### config.mk
export PLATFORM = sky130hd
export DESIGN_NAME = pcma_div
export DESIGN_NICKNAME = d
export VERILOG_FILES = /design/src/hw/rtl/pcma_pkg.sv /design/src/hw/rtl/pcma_div.sv
export SDC_FILE = /design/constraint.sdc
export NUM_CORES = 1
export LEC_CHECK = 0
export BUFFER_PORTS_ARGS = -buffer_cell sky130_fd_sc_hd__buf_4
export CAP_MARGIN = 10
export CORE_MARGIN = 2
export CORE_UTILIZATION = 25
export CTS_BUF_LIST = sky130_fd_sc_hd__clkbuf_16
export DETAILED_ROUTE_END_ITERATION = 10
export HOLD_SLACK_MARGIN = 0.02
export PLACE_DENSITY = 0.45
export SYNTH_ARGS = -nofsm -noshare
export SYNTH_HDL_FRONTEND = slang
export SYNTH_SLANG_ARGS = --single-unit
### constraint.sdc
create_clock -name i_clk -period 8.4 [get_ports i_clk]
set_input_delay 1.68 -clock i_clk [delete_from_list [all_inputs] [get_ports i_clk]]
set_output_delay 1.68 -clock i_clk [all_outputs]
set_load 0.03 [all_outputs]
### src/hw/rtl/pcma_pkg.sv
// ----------------------------------------------------------------------------
// pcma_pkg
// Shared types and constants for the PWM capture moving-average block.
// ----------------------------------------------------------------------------
package pcma_pkg;

    // Window length and the running-sum width it implies
    localparam int WINDOW  = 5;
    localparam int LOG_W   = $clog2(WINDOW);
    localparam int TIME_W  = 32;
    localparam int TOTAL_W = TIME_W + LOG_W;

    // Reciprocal divide: q = (total * RECIP) >> DIV_SHIFT, exact for any
    // TOTAL_W-bit total (round-up reciprocal).
    localparam int DIV_SHIFT = TOTAL_W + LOG_W;
    localparam int M_W       = TOTAL_W + 1;
    localparam logic [63:0] RECIP_FULL =
        ((64'd1 << DIV_SHIFT) + 64'(WINDOW) - 64'd1) / 64'(WINDOW);
    localparam logic [M_W-1:0] RECIP = RECIP_FULL[M_W-1:0];

    // Partial-product split point
    localparam int SPLIT  = 20;
    localparam int T_HI_W = TOTAL_W - SPLIT;
    localparam int M_HI_W = M_W - SPLIT;
    localparam int P_W    = TOTAL_W + M_W;

    typedef struct packed {
        logic              rise_edge;
        logic              fall_edge;
        logic [TIME_W-1:0] time_ms;
    } t_in_beat;

    typedef struct packed {
        logic [TIME_W-1:0] mean_period;
        logic [TIME_W-1:0] mean_on_time;
    } t_out_beat;

    // Stage load strobes for the divider pipeline
    typedef struct packed {
        logic ld_prod;
        logic ld_out;
    } t_div_ctl;

endpackage

### src/hw/rtl/pcma_div.sv
// ----------------------------------------------------------------------------
// pcma_div
// Divide a window sum by WINDOW: registered partial products, then sum/select.
// ----------------------------------------------------------------------------
module pcma_div
    import pcma_pkg::*;
(
    input  logic               i_clk,
    input  t_div_ctl           i_ctl,
    input  logic [TOTAL_W-1:0] i_total,
    output logic [TIME_W-1:0]  o_quot
);

    localparam logic [SPLIT-1:0]  M_LO = RECIP[SPLIT-1:0];
    localparam logic [M_HI_W-1:0] M_HI = RECIP[M_W-1:SPLIT];

    logic [SPLIT-1:0]         t_lo;
    logic [T_HI_W-1:0]        t_hi;
    logic [2*SPLIT-1:0]       r_pp_ll;
    logic [SPLIT+M_HI_W-1:0]  r_pp_lh;
    logic [T_HI_W+SPLIT-1:0]  r_pp_hl;
    logic [T_HI_W+M_HI_W-1:0] r_pp_hh;
    logic [P_W-1:0]           prod;
    logic [TIME_W-1:0]        r_quot;

    assign t_lo = i_total[SPLIT-1:0];
    assign t_hi = i_total[TOTAL_W-1:SPLIT];

    always_ff @(posedge i_clk) begin
        if (i_ctl.ld_prod) begin
            r_pp_ll <= (2*SPLIT)'(t_lo) * (2*SPLIT)'(M_LO);
            r_pp_lh <= (SPLIT+M_HI_W)'(t_lo) * (SPLIT+M_HI_W)'(M_HI);
            r_pp_hl <= (T_HI_W+SPLIT)'(t_hi) * (T_HI_W+SPLIT)'(M_LO);
            r_pp_hh <= (T_HI_W+M_HI_W)'(t_hi) * (T_HI_W+M_HI_W)'(M_HI);
        end
    end

    assign prod = P_W'(r_pp_ll)
                + (P_W'(r_pp_lh) << SPLIT)
                + (P_W'(r_pp_hl) << SPLIT)
                + (P_W'(r_pp_hh) << (2*SPLIT));

    always_ff @(posedge i_clk) begin
        if (i_ctl.ld_out) begin
            r_quot <= prod[DIV_SHIFT +: TIME_W];
        end
    end

    assign o_quot = r_quot;

endmodule

==> run metrics <==
clk_lat worst skew 0.46 ns; largest net degree at the start of global routing 76; Slew @ Worst Pin 0.955 ns; crit path max fanout 9; Final #Nets 3232; RSZ-0062 raised after global routing no; main combinational cell family by area after synthesis adder cells; Via density 4.35; Worst EP arrival approximately 8 ns; post-synth net total 3132; Adder-Cell Fraction of Synth Area 55.2%; TritonCTS clock tree yes; Die ar. 100000 um2; GR Overflow Total 0; Bufs on Longest Clock Path 2; Seq/Total Area, Yosys between 10% and 20%; Worst slew margin 36.3%; hpwl dp 56.4 mm; CTS clk-pin slew, worst paths 0.07 ns; # DRC 0; most used flip-flop cell after synthesis edfxtp_1; post-synth top area cell fa_1; Synth area leaders fa_1 29%, ha_1 26%, edfxtp_1 18%; Synth Area in Simple Gates ~4.5%; initial antenna violation count 9; antenna-violating nets left 0; layout cells sized above 1 5.85%; drt pass-1 iters 5; root buffer selected by CTS clkbuf_16; setup violators final 0; core area 96700 um2; Post-Synth XOR/XNOR Area between 5 and 6%; Peak Freq 131 MHz; # hold bufs at CTS 0; Area Growth Syn to Fin 11.3%; Cells after Synth between 2000 and 2500; Post-CTS Resized 0; Slew Limit Fails 0; antenna fix cells 0; Hold Crit Class register to register; Yosys warnings 0; clk_skew 0.0121 ns; register bit total from synthesis 148; Die H 316 um; fraction of registers with async set/reset 0%; clock sink count roughly 150; synthesized area roughly 24000 um2; setup TNS 0 ns; status complete, no violations; Final Critical Period about 7.6 ns; gr usage total 13.3%; Routed Wire Length 63.9 mm; Reg2Reg Depth 12; Die W 316 um; Cell variety after synth 67; Vias 15728; crit path kind input port to register; first-pass GRT wire length around 100 mm; Critical Path RT 8.61 ns; GP Congestion 0.875; Final Hold Fails 0; htree depth 4; Hold Path Depth 1; Initial Utilization 25.2%; multiplexer area fraction after synthesis 0%; CTS Buf Count 17; vias in the first global route 17606; post-DR wirelength/cell 17.7 um; post-CTS setup buffer count 0; top cell type's share of synthesized area 29.0%; I/O pin count 70; Rows 114; crit start category input port; Avg Cell Area, Syn 10.9 um2; EDFF count, synth 148; number of DRC markers in iteration 0 711; Compound-Gate Fraction of Synth Area around 8.3%; crit end category register; max-cap viol count 0; Final Cycle Share approximately 91%; PortBufs 69
final timing paths:
path	slack (ns)	end	from
min reg2reg	0.62	o_quot[25]$_DFFE_PP_	r_pp_hh[23]$_DFFE_PP_
max reg2reg	4.15	o_quot[31]$_DFFE_PP_	r_pp_ll[37]$_DFFE_PP_
min	0.62	o_quot[25]$_DFFE_PP_	r_pp_hh[23]$_DFFE_PP_
max	0.75	r_pp_ll[39]$_DFFE_PP_	i_total[8]
synth_stat cells, types with 11 or more instances:
cell type,count
and3_1,12
xor2_1,52
inv_1,543
xnor2_1,99
a21o_1,56
o21a_1,12
ha_1,510
nand3_1,23
nor2_1,47
o21ai_0,34
o21bai_1,14
fa_1,354
nand2b_1,11
o21ai_1,17
edfxtp_1,148
a21oi_1,92
nand2_1,65
cell families after synthesis:
group                    after synthesis
XOR/XNOR                             151
AO/OA/AOI/OAI                        302
flip-flops                           148
AND/OR/NAND/NOR                      221
adder cells (fa/ha/maj)              864
buffers and inverters                544
layout make-up:
cell class,count,area [um2]
fillers,10176,69500
inverters,543,2040
flip-flops and latches,148,4440
clock buffers,17,425
well taps,1276,1600
repair buffers,82,616
clock inverters,14,129
multi-input cells,1538,17900
state kept, by name, summed over array words and instances (netlist names):
name,count
o_quot,32
r_pp_hl,35
r_pp_ll,21
r_pp_hh,27
r_pp_lh,33
cells in the final DEF (no fill, tap or decap), types with 14 or more instances in the layout:
cell | netlist | layout
a21oi_1 | 92 | 92
o21ai_1 | 17 | 17
o21bai_1 | 14 | 14
nand2_1 | 65 | 65
edfxtp_1 | 148 | 148
ha_1 | 510 | 510
inv_1 | 543 | 543
nor2_1 | 47 | 47
a21o_1 | 56 | 56
o21ai_0 | 34 | 34
nand3_1 | 23 | 23
fa_1 | 354 | 354
buf_4 | 0 | 82
xnor2_1 | 99 | 99
clkbuf_16 | 0 | 17
xor2_1 | 52 | 52
stage by stage:
stage / instance area, um2 / utilization [%] / hold slack (ns) / cells / setup slack [ns]
floorplan: 24400 / - / 0.527 / 2230 / 1.22
global placement: 26600 / 27.5 / 0.584 / 3587 / 0.215
detailed placement: 26600 / 27.5 / 0.596 / 3587 / 0.330
CTS: 27200 / 28.1 / 0.614 / 3618 / 0.785
global route: 27200 / 28.1 / 0.653 / 3618 / 0.399
finish: 27200 / 28.1 / 0.619 / 3618 / 0.754
worst max-delay path: stages:
cell and delay (ns):
buf_4 0.19, ha_1 0.36, fa_1 0.48, ha_1 0.31, inv_1 0.08, fa_1 0.44
fa_1 0.50, inv_1 0.06, fa_1 0.53, inv_1 0.06, fa_1 0.51, inv_1 0.05
ha_1 0.29, o211ai_1 0.09, o21bai_1 0.13, a22oi_1 0.18, nor4_1 0.32, buf_4 0.17
o211ai_2 0.11, o311ai_1 0.56, a41oi_1 0.25, o21bai_1 0.25, a21oi_1 0.11, xnor2_1 0.13
routing by layer:
| metal | global-route usage, % | vias up | wire [um] |
|---|---|---|---|
| met3 | 2.40 | 52 | 2690 |
| met5 | 0 | - | 61 |
| met2 | 21.8 | 234 | 29200 |
| met1 | 18.4 | 7888 | 31100 |
| met4 | 2.72 | 10 | 833 |
| li1 | - | 7544 | - |
Power is not shown: default switching activity piles up to over one toggle a cycle in this logic, so the estimate is an artifact.
