--- src/hw/rtl/pcma_pkg.sv ---
// ----------------------------------------------------------------------------
// pcma_pkg
// Shared types and constants for the PWM capture moving-average block.
// ----------------------------------------------------------------------------
package pcma_pkg;

    // Window length and the running-sum width it implies
    localparam int WINDOW  = 5;
    localparam int LOG_W   = $clog2(WINDOW);
    localparam int TIME_W  = 32;
    localparam int TOTAL_W = TIME_W + LOG_W;

    // Reciprocal divide: q = (total * RECIP) >> DIV_SHIFT, exact for any
    // TOTAL_W-bit total (round-up reciprocal).
    localparam int DIV_SHIFT = TOTAL_W + LOG_W;
    localparam int M_W       = TOTAL_W + 1;
    localparam logic [63:0] RECIP_FULL =
        ((64'd1 << DIV_SHIFT) + 64'(WINDOW) - 64'd1) / 64'(WINDOW);
    localparam logic [M_W-1:0] RECIP = RECIP_FULL[M_W-1:0];

    // Partial-product split point
    localparam int SPLIT  = 20;
    localparam int T_HI_W = TOTAL_W - SPLIT;
    localparam int M_HI_W = M_W - SPLIT;
    localparam int P_W    = TOTAL_W + M_W;

    typedef struct packed {
        logic              rise_edge;
        logic              fall_edge;
        logic [TIME_W-1:0] time_ms;
    } t_in_beat;

    typedef struct packed {
        logic [TIME_W-1:0] mean_period;
        logic [TIME_W-1:0] mean_on_time;
    } t_out_beat;

    // Stage load strobes for the divider pipeline
    typedef struct packed {
        logic ld_prod;
        logic ld_out;
    } t_div_ctl;

endpackage

--- src/hw/rtl/pcma_window.sv ---
// ----------------------------------------------------------------------------
// pcma_window
// Sliding window of samples with a running sum; oldest drops out on a push.
// ----------------------------------------------------------------------------
module pcma_window
    import pcma_pkg::*;
(
    input  logic               i_clk,
    input  logic               i_rst_n,
    input  logic               i_push,
    input  logic [TIME_W-1:0]  i_sample,
    output logic [TOTAL_W-1:0] o_total
);

    logic [TIME_W-1:0]  r_win [WINDOW];
    logic [TOTAL_W-1:0] r_total;
    logic [TOTAL_W-1:0] n_total;

    assign n_total = r_total - TOTAL_W'(r_win[0]) + TOTAL_W'(i_sample);

    always_ff @(posedge i_clk) begin
        if (!i_rst_n) begin
            for (int k = 0; k < WINDOW; k++) begin
                r_win[k] <= '0;
            end
            r_total <= '0;
        end else if (i_push) begin
            for (int k = 0; k < WINDOW - 1; k++) begin
                r_win[k] <= r_win[k+1];
            end
            r_win[WINDOW-1] <= i_sample;
            r_total         <= n_total;
        end
    end

    assign o_total = r_total;

endmodule

--- config.mk ---
export PLATFORM = sky130hd
export DESIGN_NAME = pcma_window
export DESIGN_NICKNAME = d
export VERILOG_FILES = /design/src/hw/rtl/pcma_pkg.sv /design/src/hw/rtl/pcma_window.sv
export SDC_FILE = /design/constraint.sdc
export NUM_CORES = 1
export LEC_CHECK = 0
export BUFFER_PORTS_ARGS = -buffer_cell sky130_fd_sc_hd__buf_2
export CORE_AREA = 2 2 186 188
export DETAILED_ROUTE_END_ITERATION = 16
export DIE_AREA = 0 0 188 190
export HOLD_SLACK_MARGIN = 0.1
export PLACE_DENSITY = 0.53
export REMOVE_ABC_BUFFERS = 1
export SLEW_MARGIN = 20
export SYNTH_ARGS = -nofsm -noshare
export SYNTH_HDL_FRONTEND = slang
export SYNTH_SLANG_ARGS = --single-unit
--- constraint.sdc ---
create_clock -name i_clk -period 13.84 [get_ports i_clk]
set_input_delay 0.692 -clock i_clk [delete_from_list [all_inputs] [get_ports i_clk]]
set_output_delay 0.692 -clock i_clk [all_outputs]
set_load 0.02 [all_outputs]
==> results of run 1 <==
## power by group through the flow
| stage | Combinational [mW] | Clock, mW | Sequential (mW) |
|---|---|---|---|
| 6_report | 1.01 | 0.510 | 0.754 |
| 5_1_grt | 1.15 | 0.546 | 0.763 |
| 4_1_cts | 1.02 | 0.524 | 0.757 |
| 3_5_place_dp | 1.01 | 0 | 0.769 |
| 3_3_place_gp | 1.01 | 0 | 0.768 |
| 2_1_floorplan | 0.717 | 0 | 0.807 |
## worst max-delay path by stage
stage,from,end,slack (ns),cells past startpoint
6_report,i_sample[1],o_total[34],10.13,14
5_1_grt,o_total[1],o_total[34],9.88,13
4_1_cts,o_total[1],o_total[34],10.11,13
3_5_place_dp,i_sample[1],o_total[34],9.70,14
3_3_place_gp,i_sample[6],o_total[27],9.81,14
2_1_floorplan,i_rst_n,r_win[0][0],9.23,2
## cells by family after synthesis
kind of cell             Yosys count
XOR/XNOR                          27
AND/OR/NAND/NOR                  261
buffers and inverters            188
multiplexers                      13
flip-flops                       195
adder cells (fa/ha/maj)           67
AO/OA/AOI/OAI                    126
## cell type report
cell class | count | area, um2
Clock buffer | 17 | 425.4
Clock inverter | 15 | 167.7
Fill cell | 3439 | 22640
Inverter | 138 | 523.0
Multi-Input combinational cell | 494 | 3736
Sequential cell | 195 | 5505
Tap cell | 455 | 569.3
Timing Repair Buffer | 73 | 380.4
## placed cells by master (no fill, tap or decap), types with 13 or more instances in the layout
cell type  netlist  final
o22ai_1         14     14
dfxtp_1         35     35
buf_2            1     67
clkbuf_16        0     17
ha_1            35     35
mux2i_1         13     13
o21ai_0         13     13
fa_1            32     32
nor2_1          52     52
edfxtp_1       160    160
nand2_1         30     29
a21oi_1         28     28
inv_1          138    137
and3_1         132    132
a21o_1          16     16
nor2b_1         15     15
xnor2_1         16     16
## metrics by stage
step	hold slack, ns	area (um2)
after floorplan	0.5346	9757
after global placement	0.4662	10710
after detailed placement	0.4948	10710
after CTS	0.5134	11310
after global routing	0.5317	11310
final	0.5110	11310
## worst max-delay path: stages
cell      delay [ns]
buf_2           0.09
inv_1           0.07
fa_1            0.54
inv_1           0.07
fa_1            0.48
a211oi_1        0.29
o21bai_1        0.14
a21oi_1         0.36
o221ai_2        0.23
a21oi_1         0.39
o21ai_1         0.15
xnor2_1         0.15
or3_1           0.30
a21boi_1        0.15
## state kept, by name, summed over array words and instances, names as in the netlist
register and count:
o_total 35, r_win 160
## routing by layer
metal,up-vias,track usage,wire length (um)
met4,0,0.03301,198
met2,85,0.1815,9276
met5,-,0,0
met3,15,0.02804,708
met1,3037,0.1697,10590
li1,3119,-,-
==> flow_summary.yaml, run 1 <==
outcome:
  status: "finished clean"
synth:
  synthDominantCellAreaShare: 0.4831
  yosysMostFrequentCell: "edfxtp_1"
  synth-adder-area-share: 0.1084
  syn_avg_cell_area_um2: 11.34
  synth_compound_gate_area_share: 0.08693
  yosysSeqAreaShare: 0.5535
  synth_xor_area_frac: 0.02378
  synth_warnings: 0
  synth_cell_type_count: 55
  yosys-top-cells-count: "160 x edfxtp_1, 138 x inv_1, 132 x and3_1"
  synth_top_family_by_area: "simple AND/OR/NAND/NOR gates"
  synth_area_leader_cell: "edfxtp_1"
  yosys_register_bits: 195
  synth.area.top_cells: "edfxtp_1 48%, and3_1 8.3%, dfxtp_1 7.0%"
  syn_inst: 877
  ys_async_sr_fraction: 0
  synthMuxAreaShare: 0.01308
  synthFlopType: "edfxtp_1"
  netlist_area_um2: 9946
  synth_simple_gate_area_share: 0.1432
  synth_edf_count: 160
cts:
  worstSkewPairLatency_ns: 0.45
  cts_root_buf: "clkbuf_16"
  postCtsHoldBufs: 0
  path_clk_slew_ns: 0.08
  post_cts_buffers: 0
  clock_sinks: 195
  tritoncts: "done"
  cts_buffers: 17
  htreeDepth: 4
  clockBufferDepth: 2
  cts_resized: 0
sta:
  slew-limit-headroom: 0.3542
  timing.final.ws_setup_ns: 10.13
  rsz0062_at_grt: "false"
  hold_violations: 0
  finalSetupTns_ns: 0
  setup_violations: 0
  skew_ns: 0.01811
  tightest_slew_ns: 0.9687
  fin_crit_ns: 3.713
  period_share: 0.2683
  fmax_ghz: 0.2693
  drv_slew: 0
setup_path:
  timing.rr.start: "o_total[1]"
  critPathKind: "input port to flip-flop"
  arrival_ns: 4.09
  worst_setup_path_end_kind: "flip-flop"
  rr_worst_depth: 13
  timing.rr.end: "o_total[34]"
  cp.required_ns: 14.21
  reg2reg_slack_ns: 10.14
  crit_fanout: 5
  start_kind: "input port"
power_and_ir_drop:
  p_sw_frac: 0.3920
  p_sw_uw: 892.6
  power_leakage_nw: 5.288
  irDropWorstVdd_v: 0.00009060
  p_comb_frac: 0.445
  intPower_mw: 1.384
  cellPowerDensity_nw_per_um2: 201.4
  share_seq_of_total_power: 0.331
  power.share.clock: 0.224
  power_mw: 2.277
finish:
  drive_gt1_frac: 0.1212
  fin_nets: 1021
  area_growth_pct: 13.69
  final_util: 0.3331
  fin_cells: 1387
  diodes: 0
global_routing:
  overflow: 0
  grt_pass1_vias: 6115
  grt_max_degree: 106
  antenna_found_initial: 0
  grt_pass1_wl_mm: 33.28
  grtUsageTotal: 0.1193
die:
  pin_count: 70
  coreArea_um2: 33950
  dieHeight_um: 190
  dieArea_um2: 35720
  row_count: 68
  die_x_um: 188
  initial_utilization: 0.2930
placement:
  io_buffers: 69
  dpl.cell_count: 1355
  dp_hpwl_mm: 13.57
  place_worst_setup_slack_ns: 9.705
  gp_congestion: 0.8043
hold_path:
  hold_depth: 2
  min_to: "o_total[22]"
  min_from: "o_total[22]"
  hp-class: "flip-flop to flip-flop"
detailed_routing:
  routed_wl_mm: 20.77
  drtIter0Drc: 428
  drc: 0
  routedWlPerCell_um: 14.98
  via_per_inst: 4.510
  firstDrtPassIters: 7
  ant_nets: 0
  vias: 6256
run:
  drv_cap: 0
Note: power is estimated with default switching activity, not from simulation.
==> inputs of run 2 (changes only) <==
==> constraint.sdc (replaced) <==
create_clock -name i_clk -period 3.75 [get_ports i_clk]
set_input_delay 0.1875 -clock i_clk [delete_from_list [all_inputs] [get_ports i_clk]]
set_output_delay 0.1875 -clock i_clk [all_outputs]
set_load 0.02 [all_outputs]
==> run 2 against run 1 <==
Against the previous run:
- routed wire length grew 1.5%
- total power rose to 3.7 times the previous value
- combinational power rose to 3.8 times the previous value
- clock power grew to 3.7 times the previous value
- hold slack got worse by 0.40 ns
- utilization grew 0.61 points
- die area unchanged
- clock skew decreased by 0.00098 ns
- cell area grew 1.8%
- count of clock-buffer cells in the layout rose by 3
- first-iteration DRC count increased by 0.23%
- global-route usage increased by 0.37 points
- critical path type unchanged
- largest cell class unchanged
- highest routed layer unchanged
==> flow_summary.yaml, run 2 (same netlist as run 1, synthesis figures left out) <==
sta:
  tightest_slew_ns: 0.8750
  skew_ns: 0.01713
  setup_violations: 0
  fin_crit_ns: 3.521
  fmax_ghz: 0.2840
  slew-limit-headroom: 0.4146
  hold_violations: 0
  rsz0062_at_grt: "false"
  drv_slew: 0
  period_share: 0.9391
die:
  dieHeight_um: 190
  pin_count: 70
  row_count: 68
  initial_utilization: 0.2930
  dieArea_um2: 35720
  die_x_um: 188
  coreArea_um2: 33950
setup_path:
  cp.required_ns: 4.07
  cpLargestDelayFamily: "compound AO/OA/AOI/OAI gates"
  critPathKind: "input port to flip-flop"
  start_kind: "input port"
  cp_slowest_cell: "fa_1"
  worst_setup_path_end_kind: "flip-flop"
  worst-path-buf-inv: 4
  critPathMaxStageDelay_ns: 0.54
  crit_top_cell: "inv_1"
  path_cells: "dlygate4sd3_1 -> buf_2 -> inv_1 -> fa_1 -> inv_1 -> ha_1 -> and2_1 -> a221oi_2 -> o21ai_1 -> a31oi_2 -> o21ai_2 -> a311o_1 -> a311oi_2 -> nor3_1 -> a221o_1"
  crit_fanout: 5
  arrival_ns: 3.84
detailed_routing:
  via_per_inst: 4.486
  drtIter0Drc: 429
  routedWlPerCell_um: 14.95
  routed_wl_mm: 21.08
  ant_nets: 0
  drc: 0
  vias: 6325
  firstDrtPassIters: 4
placement:
  gp_congestion: 0.8153
  dpl_cell_area_um2: 10800
  io_buffers: 69
  dp_hpwl_mm: 13.87
cts:
  clock_sinks: 195
  cts_root_buf: "clkbuf_16"
  cts_buffers: 17
  path_clk_slew_ns: 0.08
  clockBufferDepth: 2
  worstSkewPairLatency_ns: 0.44
  tritoncts: "done"
  htreeDepth: 4
finish:
  fin_nets: 1044
  top_register: "r_win"
  area_growth_pct: 15.76
  finish.instance_area_um2: 11510
  diodes: 0
  drive_gt1_frac: 0.1309
  largest_reg_flops: 160
  multiInputGateArea_um2: 3742
  fillerInstances: 3452
  final_cell_mix: "160 x edfxtp_1, 137 x inv_1, 132 x and3_1, 67 x buf_2, 52 x nor2_1"
  regArea_um2: 5505
  final_common_cell: "edfxtp_1"
power_and_ir_drop:
  cellPowerDensity_nw_per_um2: 739.7
  power_mw: 8.516
  intPower_mw: 5.206
  power.share.clock: 0.222
  power_leakage_nw: 5.388
  p_sw_frac: 0.3887
  p_comb_frac: 0.452
  share_seq_of_total_power: 0.326
  p_sw_mw: 3.311
  irDropWorstVdd_v: 0.0003198
global_routing:
  use_met2: 0.1839
  grt_pass1_wl_mm: 34.77
  grtUsageMet1: 0.1765
  grt_max_degree: 119
  met3_usage: 0.02638
  grt.busiest_layer: "met2"
  grt_pass1_vias: 6367
  antenna_found_initial: 0
  overflow: 0
  grtUsageTotal: 0.1231
outcome:
  status: "finished clean"
hold_path:
  hp-class: "input port to flip-flop"
run:
  drv_cap: 0
run 2: area by class of cell:
| type | count | share of cell area |
|---|---|---|
| well taps | 455 | 0.04945 |
| flip-flops and latches | 195 | 0.4782 |
| inverters | 138 | 0.04564 |
| clock inverters | 12 | 0.01250 |
| multi-input cells | 494 | 0.3250 |
| clock buffers | 20 | 0.03880 |
| repair buffers | 96 | 0.05042 |
run 2: metrics by stage:
step	hold WS [ns]	util	setup WS (ns)	instances	setup TNS, ns
after CTS	0.1011	0.3387	0.1017	1409	0
final	0.1088	0.3392	0.2285	1410	0
after floorplan	0.3092	-	-0.3600	827	-61.23
after global routing	0.1151	0.3392	0.01935	1410	0
after detailed placement	0.4824	0.3180	0.1749	1366	0
after global placement	0.4630	0.3180	0.2364	1366	0
run 2: power groups by stage:
stage	logic, mW	registers, mW	clock network (mW)
after detailed placement	3.85	2.83	0
after global routing	4.39	2.81	2.00
after floorplan	2.65	2.98	0
final	3.85	2.77	1.89
after CTS	3.89	2.78	1.94
after global placement	3.83	2.82	0
run 2: repair_timing:
item                                    in CTS  in global routing
endpoints found under the setup margin       0                  5
resized for setup                            0                  1
endpoints found under the hold margin       11                  0
hold buffers                                11                  0
buffers inserted                             0                  1
run 2: worst paths after layout:
| path | from | endpoint | slack (ns) | cells after the start |
|---|---|---|---|---|
| max | i_sample[7] | o_total[27] | 0.23 | 15 |
| min reg2reg | o_total[34] | o_total[34] | 0.51 | 2 |
| max reg2reg | o_total[7] | o_total[27] | 0.31 | 13 |
| min | i_sample[19] | r_win[0][147] | 0.11 | 3 |
run 2: tightest hold or removal path, cell delays in order:
cell	delay, ns
buf_2	0.08
inv_1	0.07
nor2_1	0.10
run 2: routing by layer:
| layer | part of all wire | vias to the layer above |
|---|---|---|
| li1 | - | 3163 |
| met1 | 0.51 | 3063 |
| met2 | 0.44 | 75 |
| met3 | 0.033 | 24 |
| met4 | 0.017 | 0 |
| met5 | 0 | - |
==> inputs of run 3 (changes only) <==
--- a/config.mk
+++ b/config.mk
@@ -10,7 +10,7 @@
 export DETAILED_ROUTE_END_ITERATION = 16
 export DIE_AREA = 0 0 188 190
 export HOLD_SLACK_MARGIN = 0.1
-export PLACE_DENSITY = 0.53
+export PLACE_DENSITY = 0.54
 export REMOVE_ABC_BUFFERS = 1
 export SLEW_MARGIN = 20
 export SYNTH_ARGS = -nofsm -noshare
==> constraint.sdc (replaced) <==
create_clock -name i_clk -period 3.15 [get_ports i_clk]
set_input_delay 0.1575 -clock i_clk [delete_from_list [all_inputs] [get_ports i_clk]]
set_output_delay 0.1575 -clock i_clk [all_outputs]
set_load 0.02 [all_outputs]
==> run 3 against run 2 <==
Against the previous run:
- the run now ends with setup timing left
- sequential power up 18%
- die area unchanged
- non-clock buffer count up 90
- combinational power up 60%
- final cell count up 6.4%
- global-route usage about the same
- clock skew down 0.0056 ns
- hold slack better by 0.0086 ns
- utilization up 3.2 points
- cell area up 9.5%
- critical path depth down 2
- first-iteration DRC count down 19%
==> flow_summary.yaml, run 3 (same netlist as run 1, synthesis figures left out) <==
finish:
  finish.instance_area_um2: 12610
  fillerInstances: 3352
  final_common_cell: "edfxtp_1"
  top_register: "r_win"
  drive_gt1_frac: 0.2364
  fin_nets: 1134
  final_cell_mix: "160 x edfxtp_1, 135 x inv_1, 132 x and3_1, 88 x buf_4, 67 x buf_2"
  area_growth_pct: 26.77
  final_util: 0.3714
  diodes: 0
  largest_reg_flops: 160
sta:
  fin_crit_ns: 3.309
  skew_ns: 0.01154
  period_share: 1.051
  rsz0062_at_grt: "true"
  tightest_slew_ns: 0.8215
  hold_violations: 0
  fmax_ghz: 0.3022
  drv_slew: 0
  setup_violations: 5
  timing.final.ws_setup_ns: -0.1594
  slew-limit-headroom: 0.4523
  finalSetupTns_ns: -0.3815
detailed_routing:
  firstDrtPassIters: 4
  routed_wl_mm: 21.56
  drc: 0
  vias: 6676
  via_per_inst: 4.451
  routedWlPerCell_um: 14.37
  ant_nets: 0
  drtIter0Drc: 347
power_and_ir_drop:
  irDropWorstVdd_v: 0.0003983
  p_sw_frac: 0.3903
  p_comb_frac: 0.530
  intPower_mw: 7.077
  power.share.clock: 0.188
  power_mw: 11.61
  share_seq_of_total_power: 0.282
  cellPowerDensity_nw_per_um2: 920.6
  power_leakage_nw: 5.922
  p_sw_mw: 4.530
hold_path:
  hp-class: "input port to flip-flop"
  hold_depth: 3
  min_to: "r_win[0][149]"
  min_from: "i_sample[21]"
global_routing:
  grt_max_degree: 110
  overflow: 0
  grt_pass1_wl_mm: 34.58
  grtUsageTotal: 0.1226
  use_met2: 0.1882
  grt_pass1_vias: 6562
  met3_usage: 0.02343
  grt.busiest_layer: "met2"
  antenna_found_initial: 0
  grtUsageMet1: 0.1730
setup_path:
  critPathMaxStageDelay_ns: 0.53
  path_cells: "fa_1 -> inv_2 -> ha_4 -> a21o_1 -> a221oi_4 -> o21ai_2 -> a31oi_4 -> o21ai_2 -> a311o_1 -> a311oi_2 -> buf_4 -> mux2i_1 -> o21ai_1"
  worst_setup_path_end_kind: "flip-flop"
  rr_worst_depth: 13
  reg2reg_slack_ns: -0.16
  timing.rr.start: "r_win[0][6]"
  arrival_ns: 3.61
  timing.rr.end: "o_total[31]"
  cp_slowest_cell: "fa_1"
  critPathKind: "flip-flop to flip-flop"
  crit_top_cell: "o21ai_2"
  crit_fanout: 2
  start_kind: "flip-flop"
  cp.required_ns: 3.46
placement:
  gp_congestion: 0.8148
  dp_hpwl_mm: 14.37
  dpl_cell_area_um2: 11390
  io_buffers: 69
  place_worst_setup_slack_ns: -0.3528
die:
  dieArea_um2: 35720
  initial_utilization: 0.2930
  pin_count: 70
  coreArea_um2: 33950
  row_count: 68
  die_x_um: 188
  dieHeight_um: 190
run:
  drv_cap: 0
cts:
  path_clk_slew_ns: 0.07
  htreeDepth: 4
  cts_root_buf: "clkbuf_16"
  tritoncts: "done"
  clockBufferDepth: 2
  clock_sinks: 195
  cts_buffers: 17
  worstSkewPairLatency_ns: 0.45
outcome:
  status: "finished with violations"
  failed_checks: "setup timing"
## run 3: cell count changes in the layout (fill, tap and decap cells not counted), sizes merged
| cell | delta |
|---|---|
| dlygate4sd3 | +10 |
| bufinv | -2 |
| clkinvlp | -2 |
| inv | +5 |
| buf | +80 |
| clkinv | +1 |
| clkbuf | -2 |
## run 3: power groups by stage
stage / clock network [mW] / registers, mW / logic (mW)
CTS: 2.25 / 3.28 / 5.76
detailed placement: 0 / 3.34 / 5.29
global route: 2.33 / 3.31 / 6.81
finish: 2.18 / 3.27 / 6.15
global placement: 0 / 3.33 / 5.25
floorplan: 0 / 3.55 / 3.15
## run 3: final cells by class
| type | instances | area (um2) | area share |
|---|---|---|---|
| Tap cell | 455 | 569.3 | 0.04515 |
| Sequential cell | 195 | 5508 | 0.4368 |
| Inverter | 138 | 523.0 | 0.04148 |
| Multi-Input combinational cell | 494 | 4061 | 0.3221 |
| Timing Repair Buffer | 186 | 1354 | 0.1074 |
| Clock buffer | 18 | 439.2 | 0.03483 |
| Clock inverter | 14 | 153.9 | 0.01221 |
## run 3: what timing repair did
action	4_1_cts	5_1_grt
hold buffers	21	0
setup endpoints to repair	18	17
endpoints found under the hold margin	21	0
gates resized for setup	27	37
pin swaps	15	43
buffers inserted	4	8
## run 3: how the worst max path moves through the flow
stage	start	slack, ns	endpoint
final	r_win[0][6]	-0.16	o_total[31]
after global routing	r_win[0][6]	-0.34	o_total[31]
after CTS	r_win[0][6]	-0.17	o_total[31]
after detailed placement	r_win[0][7]	-0.35	o_total[27]
after global placement	o_total[7]	-0.32	o_total[29]
after floorplan	i_rst_n	-0.93	r_win[0][0]
## run 3: metal layers
metal  part of all wire  vias up
met5                  0        -
met4              0.016        0
met3              0.031       20
met2               0.45       89
met1               0.50     3218
li1                   -     3349
## run 3: per-stage QoR
stage	cells	hold slack [ns]
6_report	1500	0.1174
5_1_grt	1500	0.1630
4_1_cts	1494	0.1258
3_5_place_dp	1438	0.4864
3_3_place_gp	1438	0.4666
2_1_floorplan	827	0.2792
## run 3: critical path: cells and delay by family (launching register included)
kind	cells	cell delay, ns
flops	1	0.40
fa+ha+maj	2	0.73
mux	1	0.17
buf+inv	2	0.22
compound gates	8	1.65
